--- src/hdl/afsr_pkg.sv ---
// Package for the adaptive force-sensor press classifier.
// Types, gesture codes, register indexes and the controller state enum.
`default_nettype none
package afsr_pkg;
  localparam int unsigned CFG_BITS = 20;
  localparam int unsigned CFG_IDX_BITS = 3;
  localparam logic [CFG_IDX_BITS-1:0] REG_LONG_PRESS = 3'd0;
  localparam logic [CFG_IDX_BITS-1:0] REG_HOLDOFF    = 3'd1;
  localparam logic [CFG_IDX_BITS-1:0] REG_CALIB      = 3'd2;
  localparam logic [CFG_IDX_BITS-1:0] REG_FACTOR     = 3'd3;
  localparam logic [CFG_IDX_BITS-1:0] REG_FLOOR      = 3'd4;
  localparam logic [CFG_IDX_BITS-1:0] REG_WINDOW     = 3'd5;
  localparam logic [CFG_IDX_BITS-1:0] REG_INIT_THR   = 3'd6;

  localparam logic [2:0] G_VOL_DOWN = 3'd0;
  localparam logic [2:0] G_VOL_UP   = 3'd1;
  localparam logic [2:0] G_ASSIST   = 3'd2;
  localparam logic [2:0] G_NEXT     = 3'd3;
  localparam logic [2:0] G_PREV     = 3'd4;
  localparam logic [2:0] G_PLAY     = 3'd5;

  localparam logic [12:0] THR_MAX = 13'd8191;

  typedef enum logic [2:0] {
    ST_IDLE, ST_SAMPLE, ST_DIV, ST_THR, ST_DECIDE, ST_OUT
  } afsr_state_t;

  // controller -> datapath
  typedef struct packed {
    logic load;      // capture input item
    logic sample;    // classify samples, update sums, start divider
    logic div_step;  // one divider step
    logic thr_write; // write thresholds from quotient
    logic decide;    // run gesture logic
    logic pop;       // drop the head result
  } afsr_cmd_t;

  // datapath -> controller
  typedef struct packed {
    logic div_done;
    logic has_out;
  } afsr_sts_t;
endpackage
`default_nettype wire

--- src/hdl/adaptive_fsr_press_gesture_classifier.sv ---
// Adaptive force-sensor press gesture classifier, top level.
// Uses afsr_pkg, afsr_ctrl and afsr_datapath.
//
// Input channel (in_valid/in_ready) carries one item: a right and left
// force sample, a millisecond timestamp and a link-up flag. Output channel
// (out_valid/out_ready) carries up to two gesture items per input, the
// final one with last set. Configuration is a write-only port (cfg_we,
// cfg_index, cfg_data) that the user must write only while it is idle.
//
// Each item passes through the accepting state, classify and update idle
// sums (skipped for an item in holdoff), 42 steps of a restoring divider
// for the mean threshold (sum times factor over count times 256, both
// channels in parallel), a threshold write and a decision step, then the
// results drain until the queue is empty. One item is in flight at a time;
// in_ready is high only when the previous item's results are all taken.
// The block itself does not enforce that configuration is written only
// while it is idle.
// Reset restores default registers, thresholds at the initial value and
// empty statistics. A stalled receiver holds the block in its drain state
// with the current gesture steady on the output.
`default_nettype none
module adaptive_fsr_press_gesture_classifier import afsr_pkg::*; #(
  parameter int unsigned SAMPLE_BITS = 12,
  parameter int unsigned COUNT_BITS = 20
) (
  input  wire logic                    clk,
  input  wire logic                    rst,
  input  wire logic                    cfg_we,
  input  wire logic [CFG_IDX_BITS-1:0] cfg_index,
  input  wire logic [CFG_BITS-1:0]     cfg_data,
  input  wire logic                    in_valid,
  output logic                         in_ready,
  input  wire logic [SAMPLE_BITS-1:0]  adc_right,
  input  wire logic [SAMPLE_BITS-1:0]  adc_left,
  input  wire logic [31:0]             now_ms,
  input  wire logic                    link_up,
  output logic                         out_valid,
  input  wire logic                    out_ready,
  output logic [2:0]                   gesture,
  output logic                         last
);
  afsr_cmd_t cmd;
  afsr_sts_t sts;

  // sequencing
  afsr_ctrl u_ctrl (
    .clk, .rst, .in_valid, .in_ready, .out_ready, .out_valid, .sts, .cmd
  );

  // statistics, divider, gesture rules and result queue
  afsr_datapath #(.SAMPLE_BITS(SAMPLE_BITS), .COUNT_BITS(COUNT_BITS)) u_dp (
    .clk, .rst, .cfg_we, .cfg_index, .cfg_data,
    .adc_right, .adc_left, .now_ms, .link_up,
    .cmd, .sts, .gesture, .last
  );
endmodule
`default_nettype wire

--- src/hdl/afsr_ctrl.sv ---
// Controller state machine for the press classifier.
// Depends on afsr_pkg; drives afsr_datapath through afsr_cmd_t.
`default_nettype none
module afsr_ctrl import afsr_pkg::*; (
  input  wire logic      clk,
  input  wire logic      rst,
  input  wire logic      in_valid,
  output logic           in_ready,
  input  wire logic      out_ready,
  output logic           out_valid,
  input  wire afsr_sts_t sts,
  output afsr_cmd_t      cmd
);
  afsr_state_t state, state_next;

  always_ff @(posedge clk) begin
    if (rst) state <= ST_IDLE;
    else state <= state_next;
  end

  always_comb begin
    state_next = state;
    case (state)
      ST_IDLE:   if (in_valid) state_next = ST_SAMPLE;
      ST_SAMPLE: state_next = ST_DIV;
      ST_DIV:    if (sts.div_done) state_next = ST_THR;
      ST_THR:    state_next = ST_DECIDE;
      ST_DECIDE: state_next = ST_OUT;
      ST_OUT:    if (!sts.has_out) state_next = ST_IDLE;
      default:   state_next = ST_IDLE;
    endcase
  end

  always_comb begin
    cmd = '0;
    in_ready = 1'b0;
    out_valid = 1'b0;
    case (state)
      ST_IDLE: begin
        in_ready = 1'b1;
        cmd.load = in_valid;
      end
      ST_SAMPLE: cmd.sample = 1'b1;
      ST_DIV:    cmd.div_step = 1'b1;
      ST_THR:    cmd.thr_write = 1'b1;
      ST_DECIDE: cmd.decide = 1'b1;
      ST_OUT: begin
        out_valid = sts.has_out;
        cmd.pop = sts.has_out & out_ready;
      end
      default: ;
    endcase
  end
endmodule
`default_nettype wire

--- src/hdl/afsr_datapath.sv ---
// Datapath: idle statistics, restoring dividers, gesture state and result queue.
// Depends on afsr_pkg; sequenced by afsr_ctrl.
`default_nettype none
module afsr_datapath import afsr_pkg::*; #(
  parameter int unsigned SAMPLE_BITS = 12,
  parameter int unsigned COUNT_BITS = 20
) (
  input  wire logic                   clk,
  input  wire logic                   rst,
  input  wire logic                   cfg_we,
  input  wire logic [CFG_IDX_BITS-1:0] cfg_index,
  input  wire logic [CFG_BITS-1:0]    cfg_data,
  input  wire logic [SAMPLE_BITS-1:0] adc_right,
  input  wire logic [SAMPLE_BITS-1:0] adc_left,
  input  wire logic [31:0]            now_ms,
  input  wire logic                   link_up,
  input  wire afsr_cmd_t              cmd,
  output afsr_sts_t                   sts,
  output logic [2:0]                  gesture,
  output logic                        last
);
  localparam int unsigned NUM_BITS = 42;            // 32-bit sum times 10-bit factor
  localparam int unsigned DEN_BITS = COUNT_BITS + 8;
  localparam int unsigned STEP_BITS = $clog2(NUM_BITS + 1);
  localparam logic [COUNT_BITS-1:0] COUNT_MAX = '1;

  // configuration
  logic [15:0] long_press_ms, holdoff_ms, gesture_window_ms;
  logic [19:0] calibration_ms;
  logic [9:0]  factor_q8;
  logic [11:0] thr_floor;
  logic [12:0] init_thr;

  always_ff @(posedge clk) begin
    if (rst) begin
      long_press_ms <= 16'd2000; holdoff_ms <= 16'd500; calibration_ms <= 20'd10000;
      factor_q8 <= 10'd307; thr_floor <= 12'd300; gesture_window_ms <= 16'd500;
      init_thr <= 13'd3600;
    end else if (cfg_we) begin
      case (cfg_index)
        REG_LONG_PRESS: long_press_ms <= cfg_data[15:0];
        REG_HOLDOFF:    holdoff_ms <= cfg_data[15:0];
        REG_CALIB:      calibration_ms <= cfg_data[19:0];
        REG_FACTOR:     factor_q8 <= cfg_data[9:0];
        REG_FLOOR:      thr_floor <= cfg_data[11:0];
        REG_WINDOW:     gesture_window_ms <= cfg_data[15:0];
        REG_INIT_THR:   init_thr <= cfg_data[12:0];
        default: ;
      endcase
    end
  end

  // captured item
  logic [SAMPLE_BITS-1:0] smp [2];
  logic [31:0] now;
  logic link;
  always_ff @(posedge clk) begin
    if (cmd.load) begin
      smp[0] <= adc_right; smp[1] <= adc_left; now <= now_ms; link <= link_up;
    end
  end

  // per-channel state
  logic [12:0] press_thr [2];
  logic [31:0] idle_sum [2];
  logic [COUNT_BITS-1:0] idle_count [2];
  logic [1:0] pn, pb, lf, df, fv;
  logic [31:0] pst [2], rel [2], fpt [2], ldur [2];
  logic [7:0] tally [2];
  logic handled;
  logic [31:0] holdoff_until;
  logic skip;       // item lies in holdoff
  logic [1:0] upd;  // threshold to be rewritten

  // dividers, one per channel, stepped together
  logic [NUM_BITS-1:0] quo [2];
  logic [DEN_BITS:0]   rem [2];
  logic [DEN_BITS-1:0] den [2];
  logic [STEP_BITS-1:0] step;

  assign sts.div_done = (step == STEP_BITS'(NUM_BITS - 1));

  // result queue (at most two)
  logic [2:0] q_g [2];
  logic [1:0] q_n;
  logic q_head;
  assign sts.has_out = (q_n != 2'd0);
  assign gesture = q_g[q_head];
  assign last = (q_n == 2'd1);

  // combinational pieces of the sample step
  logic [1:0] pn_c;
  logic [32:0] ns [2];
  logic [1:0] acc;
  logic in_hold;
  logic [31:0] hdiff;
  always_comb begin
    hdiff = holdoff_until - now - 32'd1;
    in_hold = (hdiff < 32'd65535);
    for (int c = 0; c < 2; c++) begin
      pn_c[c] = (32'(smp[c]) >= 32'((idle_count[c] == '0) ? init_thr : press_thr[c]));
      ns[c] = 33'(idle_sum[c]) + 33'(smp[c]);
      acc[c] = (idle_count[c] != COUNT_MAX) && !ns[c][32];
    end
  end

  // gesture decision, modeled on the sequential rules
  logic [1:0] pb_n, lf_n, df_n, fv_n;
  logic [31:0] pst_n [2], rel_n [2], fpt_n [2], ldur_n [2];
  logic [7:0] tally_n [2];
  logic handled_n, hold_set;
  logic [2:0] g0, g1;
  logic [1:0] cnt;
  logic done;
  always_comb begin
    pb_n = pb; lf_n = lf; df_n = df; fv_n = fv;
    pst_n = pst; rel_n = rel; fpt_n = fpt; ldur_n = ldur; tally_n = tally;
    handled_n = handled; hold_set = 1'b0; g0 = G_PLAY; g1 = G_PLAY; cnt = 2'd0;
    done = 1'b0;
    if (!link || now < 32'(calibration_ms)) done = 1'b1;
    if (!done) begin
      if (pn[0] && !pb[0]) begin
        pst_n[0] = now; pb_n = pn; done = 1'b1;
      end else if (pn[1] && !pb[1]) begin
        pst_n[1] = now; pb_n = pn; done = 1'b1;
      end
    end
    if (!done) begin
      if (pn[0] && pn[1]) begin
        if (now - pst[0] >= 32'(long_press_ms) && now - pst[1] >= 32'(long_press_ms)) begin
          g0 = G_ASSIST; cnt = 2'd1; hold_set = 1'b1; pb_n = pn; lf_n = 2'b11; done = 1'b1;
        end
      end else if (pn[1] && now - pst[1] >= 32'(long_press_ms)) begin
        g0 = G_VOL_DOWN; cnt = 2'd1; hold_set = 1'b1; pb_n = pn; lf_n[1] = 1'b1; done = 1'b1;
      end else if (pn[0] && now - pst[0] >= 32'(long_press_ms)) begin
        g0 = G_VOL_UP; cnt = 2'd1; hold_set = 1'b1; pb_n = pn; lf_n[0] = 1'b1; done = 1'b1;
      end
    end
    if (!done) begin
      for (int c = 0; c < 2; c++) begin
        if (!pn[c] && pb_n[c]) begin
          rel_n[c] = now;
          ldur_n[c] = now - pst[c];
          if (!lf_n[c]) begin
            handled_n = 1'b0;
            if (tally_n[c] != 8'd255) tally_n[c] = tally_n[c] + 8'd1;
          end else begin
            handled_n = 1'b1; pb_n = pn;
          end
          lf_n[c] = 1'b0;
        end
      end
      if (ldur_n[1] > 32'(long_press_ms) || ldur_n[0] > 32'(long_press_ms) || lf_n != 2'b00) begin
        lf_n = 2'b00; pb_n = pn; ldur_n[0] = '0; ldur_n[1] = '0; done = 1'b1;
      end else if (pn != 2'b00) begin
        done = 1'b1;
      end
    end
    if (!done && !handled_n) begin
      for (int c = 0; c < 2; c++) begin
        if (!done) begin
          if (!fv_n[c] && pb_n[c]) begin
            fpt_n[c] = now; fv_n[c] = 1'b1;
          end else if (!df_n[c] && fv_n[c] && now - fpt_n[c] <= 32'(gesture_window_ms)
                       && tally_n[c] >= 8'd2) begin
            df_n[c] = 1'b1;
            g0 = (c == 0) ? G_NEXT : G_PREV; cnt = 2'd1;
            hold_set = 1'b1; pb_n = pn; handled_n = 1'b1; tally_n[c] = '0; done = 1'b1;
          end
        end
      end
    end
    if (!done) begin
      for (int c = 0; c < 2; c++) begin
        if (!pn[c] && now - rel_n[c] >= 32'(gesture_window_ms) && fv_n[c]) begin
          if (tally_n[c] == 8'd1) begin
            if (cnt == 2'd0) g0 = G_PLAY; else g1 = G_PLAY;
            cnt = cnt + 2'd1;
          end
          handled_n = 1'b1; fpt_n[c] = '0; fv_n[c] = 1'b0; df_n[c] = 1'b0; tally_n[c] = '0;
        end
      end
      pb_n = pn;
    end
  end

  always_ff @(posedge clk) begin
    if (rst) begin
      for (int c = 0; c < 2; c++) begin
        idle_sum[c] <= '0; idle_count[c] <= '0; pst[c] <= '0; rel[c] <= '0;
        fpt[c] <= '0; ldur[c] <= '0; tally[c] <= '0;
      end
      pn <= '0; pb <= '0; lf <= '0; df <= '0; fv <= '0;
      handled <= 1'b1; holdoff_until <= '0; skip <= 1'b0; upd <= '0;
      q_n <= '0; q_head <= 1'b0; step <= '0;
    end else begin
      if (cmd.sample) begin
        skip <= in_hold;
        step <= '0;
        upd <= '0;
        if (!in_hold) begin
          pn <= pn_c;
          for (int c = 0; c < 2; c++) begin
            if (!pn_c[c]) begin
              logic [31:0] sum_u;
              logic [COUNT_BITS-1:0] cnt_u;
              sum_u = acc[c] ? ns[c][31:0] : idle_sum[c];
              cnt_u = acc[c] ? idle_count[c] + 1'b1 : idle_count[c];
              idle_sum[c] <= sum_u;
              idle_count[c] <= cnt_u;
              upd[c] <= (cnt_u != '0);
              quo[c] <= 42'(sum_u) * 42'(factor_q8);
              rem[c] <= '0;
              den[c] <= {cnt_u, 8'd0};
            end
          end
        end
      end
      if (cmd.div_step) begin
        step <= step + 1'b1;
        for (int c = 0; c < 2; c++) begin
          logic [DEN_BITS:0] r;
          r = {rem[c][DEN_BITS-1:0], quo[c][NUM_BITS-1]};
          if (r >= {1'b0, den[c]}) begin
            rem[c] <= r - {1'b0, den[c]};
            quo[c] <= {quo[c][NUM_BITS-2:0], 1'b1};
          end else begin
            rem[c] <= r;
            quo[c] <= {quo[c][NUM_BITS-2:0], 1'b0};
          end
        end
      end
      if (cmd.decide && !skip) begin
        pb <= pb_n; lf <= lf_n; df <= df_n; fv <= fv_n;
        pst <= pst_n; rel <= rel_n; fpt <= fpt_n; ldur <= ldur_n; tally <= tally_n;
        handled <= handled_n;
        if (hold_set) holdoff_until <= now + 32'(holdoff_ms);
        q_g[0] <= g0; q_g[1] <= g1; q_n <= cnt; q_head <= 1'b0;
      end
      if (cmd.pop) begin
        q_n <= q_n - 2'd1; q_head <= 1'b1;
      end
    end
  end

  // threshold write: clamp quotient to [floor, 8191]
  always_ff @(posedge clk) begin
    if (rst) begin
      press_thr[0] <= 13'd3600; press_thr[1] <= 13'd3600;
    end else if (cmd.thr_write && !skip) begin
      for (int c = 0; c < 2; c++) begin
        if (upd[c]) begin
          if (quo[c] < NUM_BITS'(thr_floor)) press_thr[c] <= 13'(thr_floor);
          else if (quo[c] > NUM_BITS'(THR_MAX)) press_thr[c] <= THR_MAX;
          else press_thr[c] <= quo[c][12:0];
        end
      end
    end
  end
endmodule
`default_nettype wire

--- config.mk ---
export PLATFORM = sky130hd
export DESIGN_NAME = adaptive_fsr_press_gesture_classifier
export DESIGN_NICKNAME = d
export VERILOG_FILES = /design/src/hdl/afsr_pkg.sv /design/src/hdl/adaptive_fsr_press_gesture_classifier.sv /design/src/hdl/afsr_ctrl.sv /design/src/hdl/afsr_datapath.sv
export SDC_FILE = /design/constraint.sdc
export NUM_CORES = 2
export LEC_CHECK = 0
export BUFFER_PORTS_ARGS = -buffer_cell sky130_fd_sc_hd__buf_4
export CAP_MARGIN = 25
export CORE_MARGIN = 1
export CORE_UTILIZATION = 30
export DETAILED_ROUTE_END_ITERATION = 7
export SYNTH_ARGS = -nofsm -noshare
export SYNTH_HDL_FRONTEND = slang
export SYNTH_SLANG_ARGS = --single-unit
--- constraint.sdc ---
create_clock -name clk -period 14.35 [get_ports clk]
set_clock_uncertainty 0.2 [all_clocks]
set_input_delay 2.87 -clock clk [delete_from_list [all_inputs] [get_ports clk]]
set_output_delay 2.87 -clock clk [all_outputs]
set_load 0.005 [all_outputs]
==> impl_metrics.tcl <==
set metrics [dict create \
    status "finished, final reports clean" \
    ir_worst_vdd_mv 0.451 \
    overflow 0 \
    drt_wl_total_mm 218 \
    power.total_uw 14600 \
    crit_fanout 36 \
    cts.repair.resized 0 \
    path_class "reg2reg" \
    clockBufferDepth 3 \
    worst_pin_slew_ns 1.14 \
    synth_top_area_cell "edfxtp_1" \
    ys_seq_area_share_pct 27.3 \
    drc_errors 0 \
    nNetsFinal 9532 \
    async_reset_ff_share_pct 0 \
    hpwl_mm 162 \
    hold_buffers 0 \
    syn2layout_area_growth_pct 10.5 \
    r2r_slack_ns 1.95 \
    finalCritPeriodShare_pct 86.4 \
    first_global_vias 60474 \
    fmax_ghz 0.0806 \
    synth_ff_type "dfxtp_1" \
    yosys_warnings 0 \
    post_cts_buffers 0 \
    routed.top_layer "met5" \
    port_buffers 90 \
    start_kind "register" \
    yosys.cell_types.count 100 \
    mappedNetlistArea_um2 72400 \
    ys_seq_elements 804 \
    wl_per_cell_um 18.9 \
    synth_top_area_share_pct 15.3 \
    stdcell_count 11566 \
    grt_max_degree 96 \
    core_area_um2 239000 \
    drt_first_iter_violations 4150 \
    io_pins 91 \
    syn_nets 9582 \
    die_w_um 493 \
    end_kind "register" \
    setup_viol 0 \
    maxSlewViolCount 0 \
    grt_pass1_wl_mm 344 \
    hold_viol_final 0 \
    crit_arrival_ns 12.88 \
    grt_antenna_before_repair 15 \
    powerDensity_nw_per_um2 182 \
    gp_congestion 0.905 \
    chipHeight_um 493 \
    initial_core_util_pct 30.3 \
    vias 60008 \
    final.setup.tns_ns 0 \
    row_count 179 \
    cts-htree-levels 3 \
    critPathSlowestCell "a2111oi_0" \
    cts_tree "built" \
    avgSynthCellArea_um2 8.67 \
    met3WireLength_mm 11.0 \
    firstDrtPassIters 7 \
    min_path_type "reg2reg" \
    dieArea_um2 243000 \
    cts_buffers 98 \
    drv_cap 0 \
    fillers 24476 \
    grt_usage_pct 17.8 \
    finalCriticalPeriod_ns 12.40 \
    clk_pin_slew_ns 0.06 \
    relSlewSlack_pct 23.4 \
    cp.required_ns 14.83 \
    critPathMaxStageDelay_ns 0.81 \
    synthCells 8354 \
    clkSinkCount 804 \
    final_antenna_net_count 0 \
    p_leak_uw 0.0332 \
    cts-root-buf "clkbuf_16" \
    place_inst 11364 \
    synth_edf_count 369 \
    fin_util_pct 33.5 \
    final_layout_size_suffix_gt1_share_pct 6.38 \
    drt-met1-wl_mm 92.8 \
    via_per_inst 5.19 \
    route.met2.wl_mm 105 \
    synth.area.top_cells "edfxtp_1 (15%), fa_1 (13%), dfxtp_1 (12%)" \
    rsz0062_at_grt "no" \
    insertion_delay_ns 0.76 \
]
critical path, delay by kind of cell (launching register included):
family	cells	cell delay [ns]
AND/OR/NAND/NOR	10	1.94
adder cells (fa/ha/maj)	6	1.70
flip-flops	1	0.54
buffers and inverters	4	1.01
XOR/XNOR	2	0.41
AO/OA/AOI/OAI	26	6.49
cell usage in the layout (no fill, tap or decap), drive strengths merged, types with 36 or more instances in the layout:
| cell | n |
|---|---|
| nand2 | 1122 |
| inv | 856 |
| ha | 655 |
| nor2 | 599 |
| a21oi | 546 |
| fa | 488 |
| dfxtp | 435 |
| edfxtp | 369 |
| o21ai | 349 |
| and2 | 317 |
| buf | 233 |
| xnor2 | 212 |
| mux2i | 160 |
| nand3 | 149 |
| nor3 | 141 |
| clkbuf | 132 |
| a21o | 127 |
| xor2 | 127 |
| a211oi | 102 |
| nor2b | 96 |
| o21a | 95 |
| nand4 | 94 |
| nand2b | 89 |
| nor4 | 75 |
| and3 | 71 |
| o211ai | 63 |
| o21bai | 53 |
| a31oi | 51 |
| mux2 | 45 |
| o22ai | 44 |
| a21boi | 37 |
| a32o | 36 |
stage by stage:
stage	hold WS [ns]	worst slack (ns)	cell area, µm²
finish	0.252	1.95	80000
global route	0.263	1.01	80000
floorplan	0.220	4.33	72400
CTS	0.255	1.91	80000
global placement	0.233	1.99	76700
detailed placement	0.239	2.02	76800
synthesized netlist by cell type (15+ instances only):
master     number
a211oi_1       98
clkbuf_1      348
buf_1          15
ha_1          655
o21a_1         95
a21boi_0       37
nor2_1        599
a21oi_1       544
xor2_1        127
o22ai_1        44
o31ai_1        31
o211ai_1       61
o21ai_0       332
xnor2_1       212
mux2i_1       160
and4_1         20
nor2b_1        96
nand2_1      1120
o2111ai_1      21
and2_1        317
or2_2          18
nand3_1       149
nand4_1        94
dfxtp_1       435
nand2b_1       89
o21bai_1       53
a2111oi_0      16
and3_1         71
buf_2          15
a32o_1         36
or3_1          27
inv_1         845
nor3b_1        19
nor4_1         74
mux2_2         45
or4_1          16
fa_1          488
a31oi_1        51
nor3_1        138
edfxtp_1      369
a21o_1        127
worst paths after layout:
check | startpoint | endpoint | depth (start not counted)
min | u_dp.ldur[48]$_SDFFE_PP0P_ | u_dp.ldur[48]$_SDFFE_PP0P_ | 1
max reg2reg | u_dp.now[0]$_DFFE_PP_ | u_dp.q_n[1]$_SDFFE_PP0N_ | 48
max | u_dp.now[0]$_DFFE_PP_ | u_dp.q_n[1]$_SDFFE_PP0N_ | 48
min reg2reg | u_dp.ldur[48]$_SDFFE_PP0P_ | u_dp.ldur[48]$_SDFFE_PP0P_ | 1
report_power, final:
group	leakage (µW)	internal, µW	switching [µW]
combinational	0.0246	3940	5180
sequential	0.00709	2800	124
clock	0.00156	1430	1100
total	0.0332	8160	6400
per-layer routing:
layer | GRT usage (%) | vias up
li1 | - | 28636
met1 | 22.2 | 29305
met2 | 30.7 | 1665
met3 | 2.08 | 400
met4 | 7.67 | 2
met5 | 0 | -
logic make-up (layout without fill, tap and decap cells):
kind of cell               after synthesis  count (layout)  synth area share, %
AOI/OAI and AO/OA                     1738            1738                 15.5
xor gates and xnor gates               339             339                 4.10
adders and majority gates             1143            1143                 24.8
buffers and inverters                 1229            1262                 6.44
DFF                                    804             804                 27.3
muxes                                  205             205                 2.91
other                                    0              12                    0
and+or+nand+nor                       2896            2896                 18.9
flip-flops by register name (all words and copies together) (netlist names), 6 cells and up, named ones only:
signal / flops
u_dp.quo: 84
u_dp.fpt: 64
u_dp.idle_sum: 64
u_dp.ldur: 64
u_dp.pst: 64
u_dp.rel: 64
u_dp.rem: 56
u_dp.den: 40
u_dp.idle_count: 40
u_dp.holdoff_until: 32
u_dp.now: 32
u_dp.press_thr: 26
u_dp.smp: 24
u_dp.calibration_ms: 20
u_dp.gesture_window_ms: 16
u_dp.holdoff_ms: 16
u_dp.long_press_ms: 16
u_dp.tally: 16
u_dp.init_thr: 13
u_dp.thr_floor: 12
u_dp.factor_q8: 10
u_dp.step: 6
area by class of cell:
class | count | area [µm²] | area share, %
well taps | 3167 | 3960 | 4.95
clock buffers | 131 | 2750 | 3.43
multi-input cells | 6321 | 48100 | 60.1
repair buffers | 234 | 1780 | 2.22
clock inverters | 52 | 447 | 0.558
flip-flops and latches | 804 | 19800 | 24.7
diodes | 12 | 30.0 | 0.0375
inverters | 845 | 3170 | 3.96
No activity file was read; power rests on OpenSTA's default activity.
